$ cat src/rtl/cdc_pkg.sv
// ----------------------------------------------------------------------------
// cdc_pkg
// Shared widths, register indexes, config record and hash constants for the
// content-defined chunker.
// ----------------------------------------------------------------------------
package cdc_pkg;

  localparam int BYTE_W        = 8;
  localparam int OFFSET_W      = 40;
  localparam int LEN_W         = 21;
  localparam int HASH_W        = 32;
  localparam int CFG_INDEX_W   = 2;
  localparam int CFG_DATA_W    = 40;

  localparam int WINDOW_BYTES  = 48;
  localparam int MIN_CUT_SIZE  = 64;
  localparam int MASK_BITS     = 16;
  localparam int SLOT_W        = $clog2(WINDOW_BYTES);

  localparam logic [HASH_W-1:0] HASH_BASE = HASH_W'(31);
  localparam logic [LEN_W-1:0]  MAX_LIMIT = LEN_W'(1048576);

  localparam logic [CFG_INDEX_W-1:0] REG_MAX_CHUNK_SIZE  = CFG_INDEX_W'(0);
  localparam logic [CFG_INDEX_W-1:0] REG_CONTENT_DEFINED = CFG_INDEX_W'(1);
  localparam logic [CFG_INDEX_W-1:0] REG_DATA_LENGTH     = CFG_INDEX_W'(2);

  localparam logic [LEN_W-1:0] RESET_MAX_CHUNK_SIZE = LEN_W'(4096);

  typedef struct packed {
    logic [LEN_W-1:0]    max_chunk_size;
    logic                content_defined;
    logic [OFFSET_W-1:0] data_length;
  } cfg_t;

  function automatic logic [HASH_W-1:0] window_power_f();
    logic [HASH_W-1:0] p;
    p = HASH_W'(1);
    for (int i = 0; i < WINDOW_BYTES - 1; i++) begin
      p = p * HASH_BASE;
    end
    return p;
  endfunction

  localparam logic [HASH_W-1:0] WINDOW_POWER = window_power_f();

endpackage

$ cat src/rtl/cdc_byte_if.sv
// ----------------------------------------------------------------------------
// cdc_byte_if
// Valid/ready channel carrying one stream byte per transfer.
// ----------------------------------------------------------------------------
interface cdc_byte_if;
  logic                       valid;
  logic                       ready;
  logic [cdc_pkg::BYTE_W-1:0] data_byte;

  modport source (output valid, output data_byte, input ready);
  modport sink   (input valid, input data_byte, output ready);
endinterface

$ cat src/rtl/cdc_chunk_if.sv
// ----------------------------------------------------------------------------
// cdc_chunk_if
// Valid/ready channel carrying one chunk descriptor per transfer.
// ----------------------------------------------------------------------------
interface cdc_chunk_if;
  logic                         valid;
  logic                         ready;
  logic [cdc_pkg::OFFSET_W-1:0] chunk_base;
  logic [cdc_pkg::LEN_W-1:0]    chunk_length;
  logic                         final_chunk;

  modport source (output valid, output chunk_base, output chunk_length,
                  output final_chunk, input ready);
  modport sink   (input valid, input chunk_base, input chunk_length,
                  input final_chunk, output ready);
endinterface

$ cat src/rtl/cdc_ram.sv
// ----------------------------------------------------------------------------
// cdc_ram
// Generic single-write, single-read RAM with registered read data.
// ----------------------------------------------------------------------------
module cdc_ram #(
  parameter int WIDTH = 8,
  parameter int DEPTH = 48
) (
  input  logic                     clk,
  input  logic                     we,
  input  logic [$clog2(DEPTH)-1:0] waddr,
  input  logic [WIDTH-1:0]         wdata,
  input  logic [$clog2(DEPTH)-1:0] raddr,
  output logic [WIDTH-1:0]         rdata
);

  logic [WIDTH-1:0] mem [DEPTH];

  always_ff @(posedge clk) begin
    if (we) begin
      mem[waddr] <= wdata;
    end
    rdata <= mem[raddr];
  end

endmodule

$ cat src/rtl/cdc_cfg_regs.sv
// ----------------------------------------------------------------------------
// cdc_cfg_regs
// Configuration register file: maximum chunk size, mode and stream length.
// ----------------------------------------------------------------------------
module cdc_cfg_regs (
  input  logic                            clk,
  input  logic                            rst,
  input  logic                            cfg_we,
  input  logic [cdc_pkg::CFG_INDEX_W-1:0] cfg_index,
  input  logic [cdc_pkg::CFG_DATA_W-1:0]  cfg_wdata,
  output cdc_pkg::cfg_t                   cfg
);

  always_ff @(posedge clk) begin
    if (rst) begin
      cfg.max_chunk_size  <= cdc_pkg::RESET_MAX_CHUNK_SIZE;
      cfg.content_defined <= 1'b0;
      cfg.data_length     <= '0;
    end else if (cfg_we) begin
      unique case (cfg_index)
        cdc_pkg::REG_MAX_CHUNK_SIZE: begin
          cfg.max_chunk_size <= cfg_wdata[cdc_pkg::LEN_W-1:0];
        end
        cdc_pkg::REG_CONTENT_DEFINED: begin
          cfg.content_defined <= cfg_wdata[0];
        end
        cdc_pkg::REG_DATA_LENGTH: begin
          cfg.data_length <= cfg_wdata[cdc_pkg::OFFSET_W-1:0];
        end
        default: begin
        end
      endcase
    end
  end

endmodule

$ cat src/rtl/cdc_byte_queue.sv
// ----------------------------------------------------------------------------
// cdc_byte_queue
// Front end: takes stream bytes into a two-entry queue ahead of the engine.
// ----------------------------------------------------------------------------
module cdc_byte_queue (
  input  logic       clk,
  input  logic       rst,
  cdc_byte_if.sink   bytes,
  cdc_byte_if.source head
);

  logic [cdc_pkg::BYTE_W-1:0] slots [2];
  logic                       wr_ptr;
  logic                       rd_ptr;
  logic [1:0]                 count;
  logic                       push;
  logic                       pop;

  assign bytes.ready    = (count != 2'd2);
  assign head.valid     = (count != 2'd0);
  assign head.data_byte = slots[rd_ptr];
  assign push           = bytes.valid && bytes.ready;
  assign pop            = head.valid && head.ready;

  always_ff @(posedge clk) begin
    if (push) begin
      slots[wr_ptr] <= bytes.data_byte;
    end
  end

  always_ff @(posedge clk) begin
    if (rst) begin
      wr_ptr <= 1'b0;
      rd_ptr <= 1'b0;
      count  <= 2'd0;
    end else begin
      if (push) begin
        wr_ptr <= ~wr_ptr;
      end
      if (pop) begin
        rd_ptr <= ~rd_ptr;
      end
      if (push && !pop) begin
        count <= count + 2'd1;
      end else if (pop && !push) begin
        count <= count - 2'd1;
      end
    end
  end

endmodule

$ cat src/rtl/cdc_back.sv
// ----------------------------------------------------------------------------
// cdc_back
// Chunk engine: rolling hash over the window, cut decision and descriptor
// output register.
// ----------------------------------------------------------------------------
module cdc_back (
  input  logic          clk,
  input  logic          rst,
  input  cdc_pkg::cfg_t cfg,
  cdc_byte_if.sink      head,
  cdc_chunk_if.source   chunks
);

  typedef enum logic [1:0] {
    S_IDLE,
    S_MUL,
    S_HASH
  } state_t;

  state_t                        state;
  logic [cdc_pkg::LEN_W-1:0]     bytes_in_chunk;
  logic [cdc_pkg::LEN_W-1:0]     chunk_limit;
  logic [cdc_pkg::OFFSET_W-1:0]  chunk_start;
  logic                          cutting_enabled;
  logic [cdc_pkg::HASH_W-1:0]    rolling_value;
  logic [cdc_pkg::HASH_W-1:0]    drop;
  logic [cdc_pkg::SLOT_W-1:0]    slot;
  logic                          out_valid;

  logic [cdc_pkg::BYTE_W-1:0]    win_rdata;
  logic                          win_we;

  logic                          chunk_head;
  logic                          stream_done;
  logic [cdc_pkg::OFFSET_W-1:0]  remaining;
  logic [cdc_pkg::LEN_W-1:0]     max_clamped;
  logic [cdc_pkg::LEN_W-1:0]     lim;
  logic                          window_full;
  logic [cdc_pkg::HASH_W-1:0]    drop_product;
  logic [cdc_pkg::HASH_W-1:0]    diff;
  logic [cdc_pkg::HASH_W-1:0]    rolling_next;
  logic [cdc_pkg::LEN_W-1:0]     len;
  logic                          done;
  logic                          out_blocked;
  logic                          commit;
  logic                          emit;
  logic [cdc_pkg::OFFSET_W:0]    end_sum;
  logic [cdc_pkg::SLOT_W-1:0]    slot_next;

  cdc_ram #(
    .WIDTH (cdc_pkg::BYTE_W),
    .DEPTH (cdc_pkg::WINDOW_BYTES)
  ) u_window (
    .clk   (clk),
    .we    (win_we),
    .waddr (slot),
    .wdata (head.data_byte),
    .raddr (slot),
    .rdata (win_rdata)
  );

  // chunk start limit
  always_comb begin
    chunk_head  = (bytes_in_chunk == '0);
    stream_done = (chunk_start >= cfg.data_length);
    remaining   = cfg.data_length - chunk_start;
    if (cfg.max_chunk_size == '0) begin
      max_clamped = cdc_pkg::LEN_W'(1);
    end else if (cfg.max_chunk_size > cdc_pkg::MAX_LIMIT) begin
      max_clamped = cdc_pkg::MAX_LIMIT;
    end else begin
      max_clamped = cfg.max_chunk_size;
    end
    if (remaining < {{(cdc_pkg::OFFSET_W-cdc_pkg::LEN_W){1'b0}}, max_clamped}) begin
      lim = remaining[cdc_pkg::LEN_W-1:0];
    end else begin
      lim = max_clamped;
    end
  end

  // hash update and cut decision
  always_comb begin
    window_full  = (bytes_in_chunk >= cdc_pkg::LEN_W'(cdc_pkg::WINDOW_BYTES));
    drop_product = {{(cdc_pkg::HASH_W-cdc_pkg::BYTE_W){1'b0}}, win_rdata} *
                   cdc_pkg::WINDOW_POWER;
    diff         = rolling_value - drop;
    rolling_next = (diff << 5) - diff +
                   {{(cdc_pkg::HASH_W-cdc_pkg::BYTE_W){1'b0}}, head.data_byte};
    len          = bytes_in_chunk + cdc_pkg::LEN_W'(1);
    done         = (len >= chunk_limit) ||
                   (cutting_enabled && window_full &&
                    (rolling_next[cdc_pkg::MASK_BITS-1:0] == '0));
    out_blocked  = out_valid && !chunks.ready;
    commit       = (state == S_HASH) && !(done && out_blocked);
    emit         = commit && done;
    end_sum      = {1'b0, chunk_start} +
                   {{(cdc_pkg::OFFSET_W-cdc_pkg::LEN_W+1){1'b0}}, len};
    slot_next    = (slot == cdc_pkg::SLOT_W'(cdc_pkg::WINDOW_BYTES - 1)) ?
                   '0 : slot + cdc_pkg::SLOT_W'(1);
    win_we       = commit;
    head.ready   = commit ||
                   ((state == S_IDLE) && head.valid && chunk_head && stream_done);
  end

  assign chunks.valid = out_valid;

  always_ff @(posedge clk) begin
    if (rst) begin
      state           <= S_IDLE;
      bytes_in_chunk  <= '0;
      chunk_limit     <= '0;
      chunk_start     <= '0;
      cutting_enabled <= 1'b0;
      rolling_value   <= '0;
      drop            <= '0;
      slot            <= '0;
      out_valid       <= 1'b0;
    end else begin
      if (emit) begin
        out_valid <= 1'b1;
      end else if (chunks.ready) begin
        out_valid <= 1'b0;
      end
      unique case (state)
        S_IDLE: begin
          if (head.valid && !(chunk_head && stream_done)) begin
            if (chunk_head) begin
              chunk_limit     <= lim;
              cutting_enabled <= cfg.content_defined &&
                                 (lim > cdc_pkg::LEN_W'(cdc_pkg::MIN_CUT_SIZE));
              rolling_value   <= '0;
            end
            state <= S_MUL;
          end
        end
        S_MUL: begin
          drop  <= window_full ? drop_product : '0;
          state <= S_HASH;
        end
        S_HASH: begin
          if (commit) begin
            state <= S_IDLE;
            if (done) begin
              chunks.chunk_base   <= chunk_start;
              chunks.chunk_length <= len;
              chunks.final_chunk  <= (end_sum >= {1'b0, cfg.data_length});
              chunk_start         <= end_sum[cdc_pkg::OFFSET_W-1:0];
              bytes_in_chunk      <= '0;
              rolling_value       <= '0;
              slot                <= '0;
            end else begin
              bytes_in_chunk <= len;
              rolling_value  <= rolling_next;
              slot           <= slot_next;
            end
          end
        end
        default: begin
          state <= S_IDLE;
        end
      endcase
    end
  end

endmodule

$ cat src/rtl/content_defined_chunker_top.sv
// ----------------------------------------------------------------------------
// content_defined_chunker_top
// Cuts a byte stream of configured length into chunks and emits one
// descriptor (offset, length, final flag) per chunk.
// ----------------------------------------------------------------------------
// Bytes enter a two-entry queue and are taken by the chunk engine, which
// hashes each byte in steps: it reads the 48-byte window RAM, then does the
// 8x32 drop-term multiply, then the hash update and cut decision. The engine
// takes no new byte until it is through with the last one; a byte that
// arrives after the stream is complete is dropped with no descriptor. Limit
// and mode are latched at each chunk start, so register writes take effect
// from the next chunk. Descriptors sit in an output register, and the engine
// stalls only when a cut is due while that register still holds an untaken
// descriptor.
module content_defined_chunker_top (
  input  logic                            clk,
  input  logic                            rst,
  input  logic                            cfg_we,
  input  logic [cdc_pkg::CFG_INDEX_W-1:0] cfg_index,
  input  logic [cdc_pkg::CFG_DATA_W-1:0]  cfg_wdata,
  cdc_byte_if.sink                        bytes,
  cdc_chunk_if.source                     chunks
);

  cdc_pkg::cfg_t cfg;
  cdc_byte_if    head ();

  cdc_cfg_regs u_cfg_regs (
    .clk       (clk),
    .rst       (rst),
    .cfg_we    (cfg_we),
    .cfg_index (cfg_index),
    .cfg_wdata (cfg_wdata),
    .cfg       (cfg)
  );

  cdc_byte_queue u_front (
    .clk   (clk),
    .rst   (rst),
    .bytes (bytes),
    .head  (head.source)
  );

  cdc_back u_back (
    .clk    (clk),
    .rst    (rst),
    .cfg    (cfg),
    .head   (head.sink),
    .chunks (chunks)
  );

endmodule
$ cat src/flat_wrapper.sv
// flat-port wrapper written by rule: the top's interface ports become plain ports
module content_defined_chunker_top_flat 
  (clk, rst, cfg_we, cfg_index, cfg_wdata, bytes_valid, bytes_data_byte, bytes_ready, chunks_valid, chunks_chunk_base, chunks_chunk_length, chunks_final_chunk, chunks_ready);
  cdc_byte_if bytes_i ();
  cdc_chunk_if chunks_i ();
  input  logic clk;
  input  logic rst;
  input  logic cfg_we;
  input  logic [cdc_pkg::CFG_INDEX_W-1:0] cfg_index;
  input  logic [cdc_pkg::CFG_DATA_W-1:0] cfg_wdata;
  input wire logic [$bits(bytes_i.valid)-1:0] bytes_valid;
  input wire logic [$bits(bytes_i.data_byte)-1:0] bytes_data_byte;
  output wire logic [$bits(bytes_i.ready)-1:0] bytes_ready;
  output wire logic [$bits(chunks_i.valid)-1:0] chunks_valid;
  output wire logic [$bits(chunks_i.chunk_base)-1:0] chunks_chunk_base;
  output wire logic [$bits(chunks_i.chunk_length)-1:0] chunks_chunk_length;
  output wire logic [$bits(chunks_i.final_chunk)-1:0] chunks_final_chunk;
  input wire logic [$bits(chunks_i.ready)-1:0] chunks_ready;
  assign bytes_i.valid = bytes_valid;
  assign bytes_i.data_byte = bytes_data_byte;
  assign bytes_ready = bytes_i.ready;
  assign chunks_valid = chunks_i.valid;
  assign chunks_chunk_base = chunks_i.chunk_base;
  assign chunks_chunk_length = chunks_i.chunk_length;
  assign chunks_final_chunk = chunks_i.final_chunk;
  assign chunks_i.ready = chunks_ready;
  content_defined_chunker_top u_core (.clk(clk), .rst(rst), .cfg_we(cfg_we), .cfg_index(cfg_index), .cfg_wdata(cfg_wdata), .bytes(bytes_i), .chunks(chunks_i));
endmodule
$ cat config.mk
export PLATFORM = sky130hd
export DESIGN_NAME = content_defined_chunker_top_flat
export DESIGN_NICKNAME = d
export VERILOG_FILES = /design/src/rtl/cdc_pkg.sv /design/src/rtl/cdc_byte_if.sv /design/src/rtl/cdc_chunk_if.sv /design/src/rtl/cdc_ram.sv /design/src/rtl/cdc_cfg_regs.sv /design/src/rtl/cdc_byte_queue.sv /design/src/rtl/cdc_back.sv /design/src/rtl/content_defined_chunker_top.sv /design/src/flat_wrapper.sv
export SDC_FILE = /design/constraint.sdc
export NUM_CORES = 1
export LEC_CHECK = 0
export BUFFER_PORTS_ARGS = -buffer_cell sky130_fd_sc_hd__buf_4
export CAP_MARGIN = 10
export CORE_MARGIN = 2
export CORE_UTILIZATION = 30
export CTS_BUF_LIST = sky130_fd_sc_hd__clkbuf_4 sky130_fd_sc_hd__clkbuf_8
export DETAILED_ROUTE_END_ITERATION = 16
export PLACE_DENSITY = 0.55
export SLEW_MARGIN = 20
export SYNTH_ARGS = -nofsm -noshare
export SYNTH_HDL_FRONTEND = slang
export SYNTH_HIERARCHICAL = 1
export SYNTH_SLANG_ARGS = --single-unit
$ cat constraint.sdc
create_clock -name clk -period 10.29 [get_ports clk]
set_clock_uncertainty 0.2 [all_clocks]
set_input_delay 0.5145 -clock clk [delete_from_list [all_inputs] [get_ports clk]]
set_output_delay 0.5145 -clock clk [all_outputs]
set_load 0.005 [all_outputs]
* After elaboration in Yosys (flattened, before gate mapping)
Memory sizes are Yosys's and may differ from the RTL's. A register that Yosys moved wholly into a read port is not among the register bits. Cells that the tools add are included.
Storage, ports and cells: input port bits 55, memories 2, output and inout bits 64, flip-flop bits (word level) 284, bits in writable memories 400, word-level logic and storage cells 115
Cells by class: bitwise gates (word level) 3, reductions and logical operators 41, add/sub/neg operators 9, multiplexer cells 25, $lt $le $gt $ge 7, multiply operators 1, eq/ne operators 9
Memory list:
- u_core.u_back.u_window.mem | words 48, width 8, read ports 1, clocked after Yosys merged registers in 1, wr ports 1, RTL line cdc_ram.sv:17 | logic [WIDTH-1:0] mem [DEPTH];
- u_core.u_front.slots | words 2, width 8, read ports 1, clocked after Yosys merged registers in 1, wr ports 1, RTL line cdc_byte_queue.sv:12 | logic [cdc_pkg::BYTE_W-1:0] slots [2];
Operators with widths (count):
- 2-to-1 mux 32 bit | 5
- 2-to-1 mux 21 bit | 4
- case mux 32 bit (2 select lines) | 1
- subtractor 32 bit | 2
- logical NOT 21 bit | 2
- adder 40 x 21 -> 41 bit | 1
- greater-or-equal comparator 41 x 40 -> 1 bit | 1
- greater-or-equal comparator 40 bit | 1
- less-than comparator 40 x 21 -> 1 bit | 1
- subtractor 40 bit | 1
- adder 32 x 8 -> 32 bit | 1
- multiplier 8 x 30 -> 32 bit (second input constant) | 1
- adder 21 x 1 -> 21 bit (second input constant) | 1
- greater-or-equal comparator 21 bit | 1
- greater-or-equal comparator 21 x 6 -> 1 bit (second input constant) | 1
- > comparator 21 bit (second input constant) | 1
- > comparator 21 x 7 -> 1 bit (second input constant) | 1
- logical AND 1 bit | 16
- logical NOT 16 bit | 1
- 2-to-1 mux 6 bit | 2
- AND reduction 2 bit | 5
- 2-to-1 mux 1 bit | 8
- 2-to-1 mux 2 bit | 4
- AND reduction 4 bit | 2
- 15 further kinds | 31

* Longest topological paths before layout
word-level depth 14, gate-level depth with buffers 29, depth with buffers taken out 29

* Hierarchy
Netlist, hierarchy kept.
Modules (own cells, without submodules):
- cdc_back | times used 1, seq. area each 4344.2 um2, cells an instance 2037, area each 16972.5 um2
- cdc_ram | times used 1, seq. area each 11691.2 um2, cells an instance 793, area each 15349.7 um2
- cdc_cfg_regs | times used 1, seq. area each 1241.2 um2, cells an instance 249, area each 2672.6 um2
- cdc_byte_queue | times used 1, seq. area each 580.6 um2, cells an instance 49, area each 798.3 um2

* Least setup slack after synthesis
OpenSTA, ideal clock, no wires.
path type register -> register, start point reg u_core/u_back/drop[1] (netlist name), end point reg u_core.u_back.chunks.chunk_base[0], enable pin, data arrival time 7330 ps, period minus slack after synthesis 8012 ps, buffers on the path 1, data required time 9608 ps, stages on the path, launching flop included 24, setup slack 2278 ps, library setup time 482 ps, cell sequence dfxtp_1 > inv_1 > ha_1 > nor2b_1 > o31a_1 > o21a_1 > nor2_1 > o21bai_1 > a21oi_1 > xnor2_1 > inv_1 > fa_1 > ha_1 > a21o_1 > a21o_1 > a211o_1 > a41oi_1 > xor2_1 > nor4bb_1 > nand2_1 > nor3_1 > clkbuf_1 > nor2_1 > nor2_1
Between the ends: cells in the longest elaborated chain, start to end 10
Ends and longest elaborated chain:
- start: declaration | RTL line cdc_back.sv:26 | logic [cdc_pkg::HASH_W-1:0] drop;
- start signal: assignment | RTL line cdc_back.sv:137 | drop <= window_full ? drop_product : '0;
- subtractor 32 bit (*) | RTL line cdc_back.sv:86 | diff = rolling_value - drop;
- subtractor 32 bit (*) | RTL line cdc_back.sv:87 | rolling_next = (diff << 5) - diff +
- adder 32 x 8 -> 32 bit (*) | RTL line cdc_back.sv:87
- logical NOT 16 bit (*) | RTL line cdc_back.sv:92 | (rolling_next[cdc_pkg::MASK_BITS-1:0] == '0));
- logical AND 1 bit (*) | RTL line cdc_back.sv:91 | (cutting_enabled && window_full &&
- logical OR 1 bit (*) | RTL line cdc_back.sv:90 | done = (len >= chunk_limit) ||
- logical AND 1 bit | RTL line cdc_back.sv:94 | commit = (state == S_HASH) && !(done && out_blocked);
- logical NOT 1 bit | RTL line cdc_back.sv:94
- logical AND 1 bit | RTL line cdc_back.sv:94
- AND reduction 4 bit (no line) (*)
- end signal: assignment | RTL line cdc_back.sv:144 | chunks.chunk_base <= chunk_start;
- end: declaration | RTL line cdc_chunk_if.sv:12 | modport source (output valid, output chunk_base, output chunk_length,
Every way passes the cells marked *; elsewhere a longest branch is shown, timed or not. A chain may end at the register's enable or synchronous reset.

* Worst setup path after layout
start point reg u_core/u_back/bytes_in_chunk[0] (netlist name), end point reg u_core.u_back.chunks.final_chunk (data pin)
Between the ends: cells in the longest elaborated chain, start to end 3
Ends and longest elaborated chain:
- start: declaration | RTL line cdc_back.sv:21 | logic [cdc_pkg::LEN_W-1:0] bytes_in_chunk;
- start signal: assignment | RTL line cdc_back.sv:152 | bytes_in_chunk <= len;
- adder 21 x 1 -> 21 bit | RTL line cdc_back.sv:89 | len = bytes_in_chunk + cdc_pkg::LEN_W'(1);
- net u_core.u_back.len (one bit) | RTL line cdc_back.sv:42 | logic [cdc_pkg::LEN_W-1:0] len;
- adder 40 x 21 -> 41 bit | RTL line cdc_back.sv:96 | end_sum = {1'b0, chunk_start} +
- net u_core.u_back.end_sum (one bit) | RTL line cdc_back.sv:47 | logic [cdc_pkg::OFFSET_W:0] end_sum;
- greater-or-equal comparator 41 x 40 -> 1 bit | RTL line cdc_back.sv:146 | chunks.final_chunk <= (end_sum >= {1'b0, cfg.data_length});
- end signal: assignment | RTL line cdc_back.sv:146
- end: declaration | RTL line cdc_chunk_if.sv:13 | output final_chunk, input ready);
The timed path passes the listed nets, and every way through them passes these cells.

==> results.toml <==
[pwr]
power_density_mw_per_mm2 = 193
p_leak_nw = 15.2
peakVddDrop_uv = 141

[timing]
drv_slew = 0
rsz0062_at_grt = "false"
hold_viol = 0
hold_ws_ns = 0.112
fin_tns_setup_ns = 0
timing.final.ws_setup_ns = 2.94
clock.fmax_mhz = 136
worst_pin_slew_ns = 1.12
fin_crit_sh_pct = 71.5
relSlewSlack_pct = 25.0
setup_viol = 0
post-route-min-period_ns = 7.35

[critical_path]
critPathMaxFanout = 8
worst_path_largest_cell_delay_ns = 0.70
cp.arrival_ns = 7.76
critPathKind = "flip-flop to flip-flop"
crit_family = "simple AND/OR/NAND/NOR gates"
path_buf_inv = 0
cp_data_required_time_ns = 10.69
startpoint_type = "flip-flop"
crit_path_end_kind = "flip-flop"
path_cells = "ha_1 > nand3_1 > nor2_1 > nand3_1 > xnor2_1 > ha_1 > nand2_1 > or3_1 > o21ai_0 > o2111ai_1 > a311oi_2 > nand3_1 > nor3_1 > xnor2_1 > ha_1 > nand2_1 > nor3_1 > nor3b_1 > nand2_1 > nor2_1 > a21oi_1 > a31oi_1 > nor4_1 > o21ai_0"
cp_slowest_cell = "xnor2_1"

[grt]
grt_max_degree = 118
track_usage_pct = 15.8
grt_pass1_vias = 24441
grt_pass1_wl_um = 149000
antenna_found_initial = 1
grt.overflow.total = 0

[clocking]
htree_levels = 3
cts.path.max_buffers = 3
clk_pin_slew_ns = 0.07
cts_tree = "built"
clock_latency_ns = 0.79
post_cts_resized = 0
cts_buffers = 106
cts_root_buffer = "clkbuf_8"
numClockSinks = 661

[die]
die_x_um = 349
start_util_pct = 30.3
fp.dieArea_mm2 = 0.122
rows = 126
core_area_mm2 = 0.118
die_h_um = 349
io_pins = 119

[route]
vias = 24987
routed_via_density = 5.06
drtIter0Drc = 1944
drc = 0
first_pass_iters = 5
postRouteAntennaNets = 0
wl_um = 98000
wl_per_cell_um = 19.8

[logic_synthesis]
synth-seq-cells = 661
yosys.area.top_type = "edfxtp_1"
syn-instance-count = 3128
synth_edf_count = 462
synth-seq-area-share_pct = 49.9
synth_area_leaders = "edfxtp_1, dfxtp_1, ha_1"
synthArstFlopShare_pct = 0
synth.distinct_cells = 91
syn-num-nets = 3443
syn_avg_cell_area_um2 = 11.4
yosysTopAreaCellShare_pct = 38.8
ys.flop_type = "edfxtp_1"
synth_area_mm2 = 0.0358
ys_warn_count = 6

[run_status]
status = "complete, no violations"

[place]
dp_slack_ns = 3.12
gp_congestion = 0.874
port_buffers = 118
hpwl_um = 69400

[finish]
nNetsFinal = 3627
most-common-layout-cells = "edfxtp_1, inv_1, ha_1"
utilization_pct = 34.9
area_growth_pct = 15.3
fillCellCount = 11717
final_common_cell = "edfxtp_1"
drive_gt1_share_pct = 13.5

[min_path]
min_path_type = "input port to flip-flop"

[run]
cap_violations = 0
-- per-stage QoR --
stage / total power [mW] / cell area (um^2) / std cells
2_1_floorplan: 4.78 / 35800 / 3128
3_3_place_gp: 5.45 / 38200 / 4684
3_5_place_dp: 5.45 / 38200 / 4684
4_1_cts: 8.07 / 41200 / 4938
5_1_grt: 8.45 / 41300 / 4940
6_report: 7.98 / 41300 / 4941
-- synthesized netlist by cell type, types with 13 or more instances --
master      n
dfxtp_1   199
nand2b_1  124
a21o_1     59
xnor2_1    76
o21ai_0   107
o21bai_1   13
a22o_1     44
mux4_2     40
nand4_1    31
nor3_1     69
and3_1     20
and2_1     17
nand3_1    95
a21oi_1   144
o21a_1     19
clkbuf_1   84
buf_6      13
a22oi_1    49
nor2_1    190
nor2b_1    25
a221oi_1   18
mux2_2     27
mux2i_1   194
xor2_1     35
nor3b_1    15
or3_1      31
fa_1       37
inv_1     231
a211oi_1   19
nand2_1   151
nor4_1     30
edfxtp_1  462
o211ai_1   17
ha_1      223
-- where the power goes --
| part | internal, mW | switching, mW |
|---|---|---|
| clock network | 1.45 | 1.12 |
| registers | 3.02 | 0.0472 |
| logic | 0.897 | 1.45 |
-- worst paths after layout --
check | from | to | slack, ns | cells after the start
worst min register to register | u_core/u_back/chunk_limit[12]$_SDFFE_PP0P_ | u_core/u_back/chunk_limit[12]$_SDFFE_PP0P_ | 0.26 | 2
worst min-delay path | chunks_ready | u_core/u_back/state[1]$_SDFFE_PP0P_ | 0.11 | 5
worst max register to register | u_core/u_back/bytes_in_chunk[0]$_SDFFE_PP0P_ | u_core/u_back/chunks.final_chunk$_DFFE_PP_ | 2.94 | 24
worst max-delay path | u_core/u_back/bytes_in_chunk[0]$_SDFFE_PP0P_ | u_core/u_back/chunks.final_chunk$_DFFE_PP_ | 2.94 | 24
-- routing by layer --
metal | routed length (um) | vias to the layer above | GRT usage (%)
met5 | 0 | - | 0
met4 | 2090 | 0 | 4.46
met3 | 5500 | 123 | 2.74
met2 | 43900 | 670 | 24.8
met1 | 46500 | 12230 | 22.4
li1 | - | 11964 | -
-- registers in the layout, indices dropped and copies added, names as in the netlist, named ones only --
| name | flops |
|---|---|
| u_core/u_front/wr_ptr | 1 |
| u_core/u_cfg_regs/cfg | 62 |
| u_core/u_back/chunks.chunk_length | 21 |
| u_core/u_back/chunks.chunk_base | 40 |
| u_core/u_back/drop | 16 |
| u_core/u_back/slot | 6 |
| u_core/u_back/cutting_enabled | 1 |
| u_core/u_back/chunk_start | 40 |
| u_core/u_front/count | 2 |
| u_core/u_back/bytes_in_chunk | 21 |
| u_core/u_front/rd_ptr | 1 |
| u_core/u_back/rolling_value | 16 |
| u_core/u_back/u_window/rdata | 8 |
| u_core/u_front/slots | 16 |
| u_core/u_back/chunks.final_chunk | 1 |
| u_core/u_back/chunk_limit | 21 |
| u_core/u_back/chunks.valid | 1 |
| u_core/u_back/state | 2 |
| u_core/u_back/u_window/mem | 384 |
-- logic make-up (layout without fill, tap and decap cells) --
kind of cell | after synthesis | count (layout) | share of synthesized area, %
xor+xnor | 112 | 112 | 2.78
fa+ha+maj | 260 | 260 | 9.86
flops | 661 | 661 | 49.9
compound gates | 611 | 611 | 11.9
buf+inv | 369 | 643 | 4.40
mux | 261 | 261 | 8.79
simple gates | 854 | 854 | 12.4
other cells | 0 | 3 | 0
-- area by class of cell --
type                       count  area (um^2)  area share [%]
multi-input combinational   2098        16400            39.8
sequential                   661        17900            43.3
clock inverter                58          671            1.63
clock buffer                 140         1780            4.31
timing repair buffer         212         1750            4.24
tap                         1536         1920            4.66
inverter                     233          875            2.12
antenna                        3         7.51          0.0182
-- what timing repair did --
action	4_1_cts	5_1_grt
setup buffers	0	0
hold buffers	56	0
endpoints found under the hold margin	105	0
-- tightest hold or removal path, cell delays in order --
cell	delay (ns)
buf_4	0.09
nor2b_1	0.03
buf_4	0.21
nand3_1	0.11
a21oi_1	0.06
Power figures use the tool's default switching activity.
